File: src/hw/rtl/vvpt_pkg.sv
package vvpt_pkg;

  localparam int DEF_COORD_WIDTH = 32;
  localparam int OUT_W  = 32;  // screen field width
  localparam int CAM_W  = 37;  // camera point
  localparam int MUL_W  = 61;  // projection product
  localparam int V_W    = 46;  // clip coordinate before divide
  localparam int DIV_W  = 37;  // divisor magnitude |w|
  localparam int Q_W    = 32;  // quotient bits kept
  localparam int NUM_LANES = 3;
  localparam int IDX_W  = 4;

  localparam logic [IDX_W-1:0] REG_ROT_X      = 4'd0;
  localparam logic [IDX_W-1:0] REG_ROT_Y      = 4'd1;
  localparam logic [IDX_W-1:0] REG_ROT_Z      = 4'd2;
  localparam logic [IDX_W-1:0] REG_TRANS_X    = 4'd3;
  localparam logic [IDX_W-1:0] REG_TRANS_Y    = 4'd4;
  localparam logic [IDX_W-1:0] REG_TRANS_Z    = 4'd5;
  localparam logic [IDX_W-1:0] REG_PROJ_XY    = 4'd6;
  localparam logic [IDX_W-1:0] REG_PROJ_DEPTH = 4'd7;

  typedef struct packed {
    logic [DIV_W-1:0] rem;
    logic [Q_W-1:0]   nlo;
    logic [Q_W-1:0]   q;
    logic             neg;
    logic             fixed;   // result known without the divide
    logic [OUT_W-1:0] fval;
    logic             fhit;
  } div_lane_t;

  typedef struct packed {
    logic             valid;
    logic             wzero;
    logic [DIV_W-1:0] d;
    div_lane_t [NUM_LANES-1:0] lane;
  } div_bus_t;

  typedef struct packed {
    logic             hit;
    logic [OUT_W-1:0] val;
  } sat_t;

  function automatic sat_t sat_v(logic signed [V_W-1:0] v,
                                 logic signed [V_W-1:0] hi,
                                 logic signed [V_W-1:0] lo);
    sat_t r;
    r.hit = 1'b0;
    r.val = v[OUT_W-1:0];
    if (v > hi) begin
      r.hit = 1'b1;
      r.val = hi[OUT_W-1:0];
    end
    if (v < lo) begin
      r.hit = 1'b1;
      r.val = lo[OUT_W-1:0];
    end
    return r;
  endfunction

endpackage

File: src/hw/rtl/vvpt_div_stage.sv
module vvpt_div_stage
  import vvpt_pkg::*;
(
  input  logic     clk,
  input  logic     rst_n,
  input  logic     en,
  input  div_bus_t bus_in,
  output div_bus_t bus_out
);

  div_bus_t         bus_r, bus_nxt;
  logic [DIV_W:0]   trial [NUM_LANES];

  // one quotient bit per lane: shift in next dividend bit, subtract if it fits
  always_comb begin
    bus_nxt = bus_in;
    for (int l = 0; l < NUM_LANES; l++) begin
      trial[l] = {bus_in.lane[l].rem, bus_in.lane[l].nlo[Q_W-1]};
      bus_nxt.lane[l].nlo = {bus_in.lane[l].nlo[Q_W-2:0], 1'b0};
      if (trial[l] >= {1'b0, bus_in.d}) begin
        bus_nxt.lane[l].rem = DIV_W'(trial[l] - {1'b0, bus_in.d});
        bus_nxt.lane[l].q   = {bus_in.lane[l].q[Q_W-2:0], 1'b1};
      end else begin
        bus_nxt.lane[l].rem = trial[l][DIV_W-1:0];
        bus_nxt.lane[l].q   = {bus_in.lane[l].q[Q_W-2:0], 1'b0};
      end
    end
  end

  always_ff @(posedge clk) begin
    if (!rst_n) begin
      bus_r.valid <= 1'b0;
    end else if (en) begin
      bus_r.valid <= bus_nxt.valid;
    end
    if (en) begin
      bus_r.wzero <= bus_nxt.wzero;
      bus_r.d     <= bus_nxt.d;
      bus_r.lane  <= bus_nxt.lane;
    end
  end

  assign bus_out = bus_r;

endmodule

File: config.mk
export PLATFORM = sky130hd
export DESIGN_NAME = vvpt_div_stage
export DESIGN_NICKNAME = d
export VERILOG_FILES = /design/src/hw/rtl/vvpt_pkg.sv /design/src/hw/rtl/vvpt_div_stage.sv
export SDC_FILE = /design/constraint.sdc
export NUM_CORES = 1
export LEC_CHECK = 0
export BUFFER_PORTS_ARGS = -buffer_cell sky130_fd_sc_hd__clkbuf_2
export CAP_MARGIN = 0
export CORE_AREA = 2 2 347 349
export DETAILED_ROUTE_END_ITERATION = 10
export DIE_AREA = 0 0 349 351
export GPL_TIMING_DRIVEN = 0
export PLACE_DENSITY = 0.47
export SLEW_MARGIN = 20
export SYNTH_ARGS = -nofsm -noshare
export SYNTH_HDL_FRONTEND = slang
export SYNTH_SLANG_ARGS = --single-unit
File: constraint.sdc
create_clock -name clk -period 6.2 [get_ports clk]
set_clock_uncertainty 0.2 [all_clocks]
set_input_delay 1.24 -clock clk [delete_from_list [all_inputs] [get_ports clk]]
set_output_delay 1.24 -clock clk [all_outputs]
set_load 0.01 [all_outputs]
==> qor.yml, run 1 <==
critPathLaunchType: "input port"
instances_no_fill: 4190
cts_resized: 0
ir_worst_vdd_mv: 0.2129
post-route-period-util: 0.8775
routed.top_layer: "met5"
cts_buffers: 59
synthCells: 1621
ys_async_sr_fraction: 0
synth.distinct_cells: 75
postPlaceCellArea_um2: 27710
max_freq_ghz: 0.1838
p_per_area_nw_per_um2: 307.7
dieHeight_um: 351
synth_edf_count: 443
wl_per_cell_um: 29.43
cpPeakStageDelay_ns: 0.66
area_delta_synth_final_pct: 40.43
route.met3.wl_um: 13210
min_from: "bus_out[446]"
num_vias: 17580
outcome: "completed"
grt_max_degree: 78
die-area_um2: 122500
clockBufferDepth: 3
num_rows: 127
cp-startpoint: "bus_in[408]"
avgSynthCellArea_um2: 13.03
ant_nets: 0
power.leakage_nw: 12.74
first_pass_iters: 5
finalHoldViolations: 0
final_nets: 3144
synth_top_area_frac: 0.6297
dpl.hpwl_um: 105700
grt_pass1_vias: 16970
vias_per_cell: 4.196
drv_slew: 0
portBuffers: 890
worst_pin_slew_ns: 1.139
route.met2.wl_um: 64290
crit_top_cell: "a31oi_1"
holdPathStages: 2
synth_seq_cells: 444
place_inst: 4067
relSlewSlack: 0.2362
coreArea_um2: 119000
drcViolationCount: 0
cts_setup_buffers: 0
path_max_fanout: 10
grt.overflow.total: 0
finalPower_mw: 9.129
worstSkewPairLatency_ns: 0.66
largest_reg_flops: 444
ctsHtreeMaxLevel: 2
synth_largest_area_cell: "edfxtp_1"
clock-sinks: 444
wl_um: 123300
crit-reg2reg-launch: "bus_out[446]"
holdBufCountCts: 0
criticalPathCategory: "in2reg"
end_kind: "flop"
cp_slowest_cell: "clkbuf_1"
maxCapViolCount: 0
fp.dieW_um: 349
path_cells: "clkbuf_2 > ha_1 > inv_1 > fa_1 > a21oi_1 > o211ai_1 > a31oi_1 > a31oi_1 > a211oi_1 > o31a_1 > o21ba_2 > buf_2 > clkbuf_1 > nor4_1 > nor3_1"
ff2ff_path_depth: 2
initial_core_util: 0.1775
antenna_found_initial: 81
drive_gt1_frac: 0.4024
grt_usage: 0.1922
cts_tree: "yes"
grt_setup_unrepaired: "no"
synth_warnings: 0
grt_pass1_wl_um: 156500
crit_required_ns: 6.45
ios: 897
clkSlewWorstSetupHoldPaths_ns: 0.06
drt-met1-wl_um: 42610
place.gp.congestion: 0.8755
critPathArrivalTime_ns: 5.69
root_buffer: "clkbuf_16"
final_cell_area_um2: 29670
setup_viol: 0
period_minus_slack_ns: 5.440
synth-seq-area-share: 0.6306
synth.area.top_cells: "edfxtp_1 (63%), ha_1 (6.6%), a21oi_1 (3.2%), nand2_1 (2.7%), o21ai_0 (2.4%)"
ys_dominant_reg_cell: "edfxtp_1"
synth_area_um2: 21130
drtIter0Drc: 882
holdCritPathClass: "reg2reg"
==> cell families (layout without fill, tap and decap cells) <==
| logic type | Yosys count | after routing | share of synthesized area |
|---|---|---|---|
| AOI/OAI and AO/OA | 434 | 434 | 0.1304 |
| xor gates and xnor gates | 85 | 85 | 0.03524 |
| adders and majority gates | 114 | 114 | 0.06858 |
| buffers and inverters | 124 | 1130 | 0.02511 |
| DFF | 444 | 444 | 0.6306 |
| muxes | 44 | 44 | 0.02665 |
| other | 1 | 16 | 0.0001775 |
| and+or+nand+nor | 375 | 375 | 0.08321 |
==> worst paths after layout <==
path | slack (ns) | end
hold reg to reg | 0.34 | bus_out[446]
setup / recovery | 0.76 | bus_out[263]
setup reg to reg | 5.38 | bus_out[446]
hold / removal | 0.34 | bus_out[446]
==> per-layer routing <==
metal  track usage  up-vias
met3       0.08683      196
met1        0.1947     8560
li1              -     8074
met4       0.04302       62
met2        0.3584      689
met5             0        -
==> cell usage after synthesis, types with 18 or more instances <==
master / number
mux2_2: 18
inv_1: 74
mux2_4: 20
a21oi_1: 136
edfxtp_1: 443
nor3_1: 18
nand2_1: 152
nor2_1: 83
o21ai_0: 100
xnor2_1: 51
ha_1: 111
o21bai_1: 22
clkbuf_1: 36
xor2_1: 34
nand3_1: 22
a21o_1: 53
==> stage by stage <==
step | setup TNS (ns) | setup slack (ns) | hold slack (ns) | util
floorplan | 0 | 1.557 | 0.3383 | -
global placement | -2165.66 | -5.253 | 0.3033 | 0.2313
detailed placement | 0 | 0.002438 | 0.3205 | 0.2328
CTS | 0 | 0.7162 | 0.3346 | 0.2490
global route | 0 | 0.6247 | 0.3663 | 0.2490
finish | 0 | 0.7597 | 0.3365 | 0.2493
==> cell type report <==
cell class | count | area, µm²
antenna | 13 | 32.53
clock inverter | 37 | 390.4
fill | 12750 | 89350
sequential | 444 | 13320
inverter | 75 | 281.5
tap | 1548 | 1937
multi-input combinational | 1055 | 7287
timing repair buffer | 896 | 4628
buffer | 49 | 249.0
clock buffer | 73 | 1539
==> layout by cell type (no fill, tap or decap), drive strengths merged, types with 6 or more instances in the layout <==
cell type	instances
nand4	16
nand2b	10
a21boi	6
or2	8
nor2b	11
nor4	7
buf	19
and3	14
nor3	18
a21oi	138
o21ai	101
a211oi	15
o31ai	10
nand3	22
nor2	83
o21a	13
mux2	38
a31oi	17
o21bai	22
clkinvlp	11
o211ai	12
nand2	152
clkbuf	999
a21o	53
and2	11
clkinv	20
mux2i	6
edfxtp	443
xor2	34
xnor2	51
inv	76
diode	13
ha	111
==> power breakdown <==
group | internal [mW] | switching, mW | total (mW)
Sequential | 3.67 | 0.0906 | 3.76
Combinational | 0.686 | 1.18 | 1.87
Clock | 1.98 | 1.52 | 3.50
Total | 6.33 | 2.80 | 9.13
==> worst max-delay path, delay by kind of cell <==
family,cells,cell delay [ns]
fa+ha+maj,2,0.61
compound gates,7,2.24
simple gates,2,0.43
buf+inv,4,1.16
No activity file was read; power rests on OpenSTA's default activity.
==> inputs of run 2 (changes only) <==
clock period = 5.2 ns   (was 6.2 ns; I/O delays follow)
==> run 2 against run 1 <==
Compared with the run above:
- sequential share of layout area hardly changed
- sequential power is 19% higher
- critical path type unchanged
- critical endpoint is now bus_out[260]
- worst hold slack stayed put
- highest routed layer unchanged
==> qor.yml, run 2 (same netlist as run 1, synthesis figures left out) <==
outcome: "completed"
holdWs_ns: 0.3365
fillers: 12750
coreArea_um2: 119000
dieHeight_um: 351
grt_pass1_vias: 16970
worst_pin_slew_ns: 1.069
crit_required_ns: 5.38
cts_setup_buffers: 0
criticalPathCategory: "in2reg"
min_from: "bus_out[446]"
finalHoldViolations: 0
final_nets: 3144
finalPower_mw: 10.89
period_minus_slack_ns: 4.997
grt_usage: 0.1922
antenna_found_initial: 81
final_util: 0.2493
cts_tree: "yes"
critPathLaunchType: "input port"
cts_buffers: 59
grt_pass1_wl_um: 156500
cp-startpoint: "bus_in[408]"
drv_slew: 0
clock-sinks: 444
num_vias: 17620
final_common_cell: "clkbuf_2"
holdCritPathClass: "reg2reg"
clockBufferDepth: 3
largest_reg_flops: 444
path_max_fanout: 10
drive_gt1_frac: 0.4040
vias_per_cell: 4.206
reg2reg_setup_slack_ns: 4.38
area_delta_synth_final_pct: 40.47
end_kind: "flop"
grt.overflow.total: 0
fin_setup_tns_ns: 0
relSlewSlack: 0.2833
critPathArrivalTime_ns: 5.18
ant_nets: 0
root_buffer: "clkbuf_16"
num_rows: 127
place.gp.congestion: 0.8755
first_pass_iters: 5
ios: 897
maxCapViolCount: 0
setup_viol: 0
drcViolationCount: 0
ir_worst_vdd_mv: 0.2542
max_freq_ghz: 0.2001
die-area_um2: 122500
final_cell_mix: "clkbuf_2 (892), edfxtp_1 (443), nand2_1 (152)"
drtIter0Drc: 900
grt_setup_unrepaired: "no"
crit-reg2reg-launch: "bus_out[446]"
fp.dieW_um: 349
ctsHtreeMaxLevel: 2
initial_core_util: 0.1775
portBuffers: 890
wl_per_cell_um: 29.43
dpl.hpwl_um: 105700
grt_max_degree: 78
wl_um: 123300
power.leakage_nw: 12.75
worstSkewPairLatency_ns: 0.66
post-route-period-util: 0.9610
p_per_area_nw_per_um2: 366.9
clkSlewWorstSetupHoldPaths_ns: 0.06
run 2: cell count changes in the layout (fill, tap and decap cells not counted):
cell	delta
nor3_2	+1
clkbuf_1	-3
nor3_1	-1
clkbuf_2	+3
run 2: report_power, final:
group | switching [mW] | internal, mW | leakage [nW]
clock | 1.82 | 2.36 | 0.908
combinational | 1.41 | 0.819 | 7.50
sequential | 0.108 | 4.37 | 4.34
total | 3.33 | 7.55 | 12.8
run 2: layer usage:
metal	part of all wire	vias to the layer above	global-route usage
met1	0.35	8586	0.1947
met4	0.023	62	0.04302
met2	0.52	698	0.3584
li1	-	8078	-
met3	0.11	198	0.08683
met5	0.0031	-	0
run 2: per-stage QoR:
| step | std cells | setup slack (ns) | instance area (µm²) |
|---|---|---|---|
| 6_report | 4190 | 0.2026 | 29680 |
| 4_1_cts | 4177 | 0.1798 | 29640 |
| 5_1_grt | 4178 | 0.03953 | 29650 |
| 3_3_place_gp | 4061 | -6.053 | 27530 |
| 3_5_place_dp | 4067 | -0.7976 | 27710 |
| 2_1_floorplan | 1623 | 0.7575 | 21130 |
run 2: layout make-up:
cell class | instances | area, µm² | area share
flip-flops and latches | 444 | 13320 | 0.4489
clock inverters | 37 | 390.4 | 0.01315
plain buffers | 49 | 252.7 | 0.008517
clock buffers | 73 | 1539 | 0.05186
repair buffers | 896 | 4628 | 0.1560
diodes | 13 | 32.53 | 0.001096
multi-input cells | 1055 | 7292 | 0.2457
inverters | 75 | 281.5 | 0.009486
well taps | 1548 | 1937 | 0.06527
run 2: worst max-delay path, cell delays in order:
cell and delay [ns]:
clkbuf_2 0.22, ha_1 0.21, inv_1 0.05, fa_1 0.40, a21oi_1 0.26, o211ai_1 0.13
a31oi_1 0.39, a31oi_1 0.37, a211oi_1 0.62, o31a_1 0.32, o21ba_2 0.14, buf_2 0.24
clkbuf_1 0.57, o21ai_0 0.21
run 2: final timing paths:
check / endpoint / cells past startpoint
hold / removal: bus_out[446] / 2
setup reg to reg: bus_out[446] / 2
setup / recovery: bus_out[260] / 14
hold reg to reg: bus_out[446] / 2
run 2: timing repair:
action,in CTS,in global routing
endpoints found under the setup margin,2,1
hold buffers,0,0
resized for setup,3,3
endpoints found under the hold margin,0,0
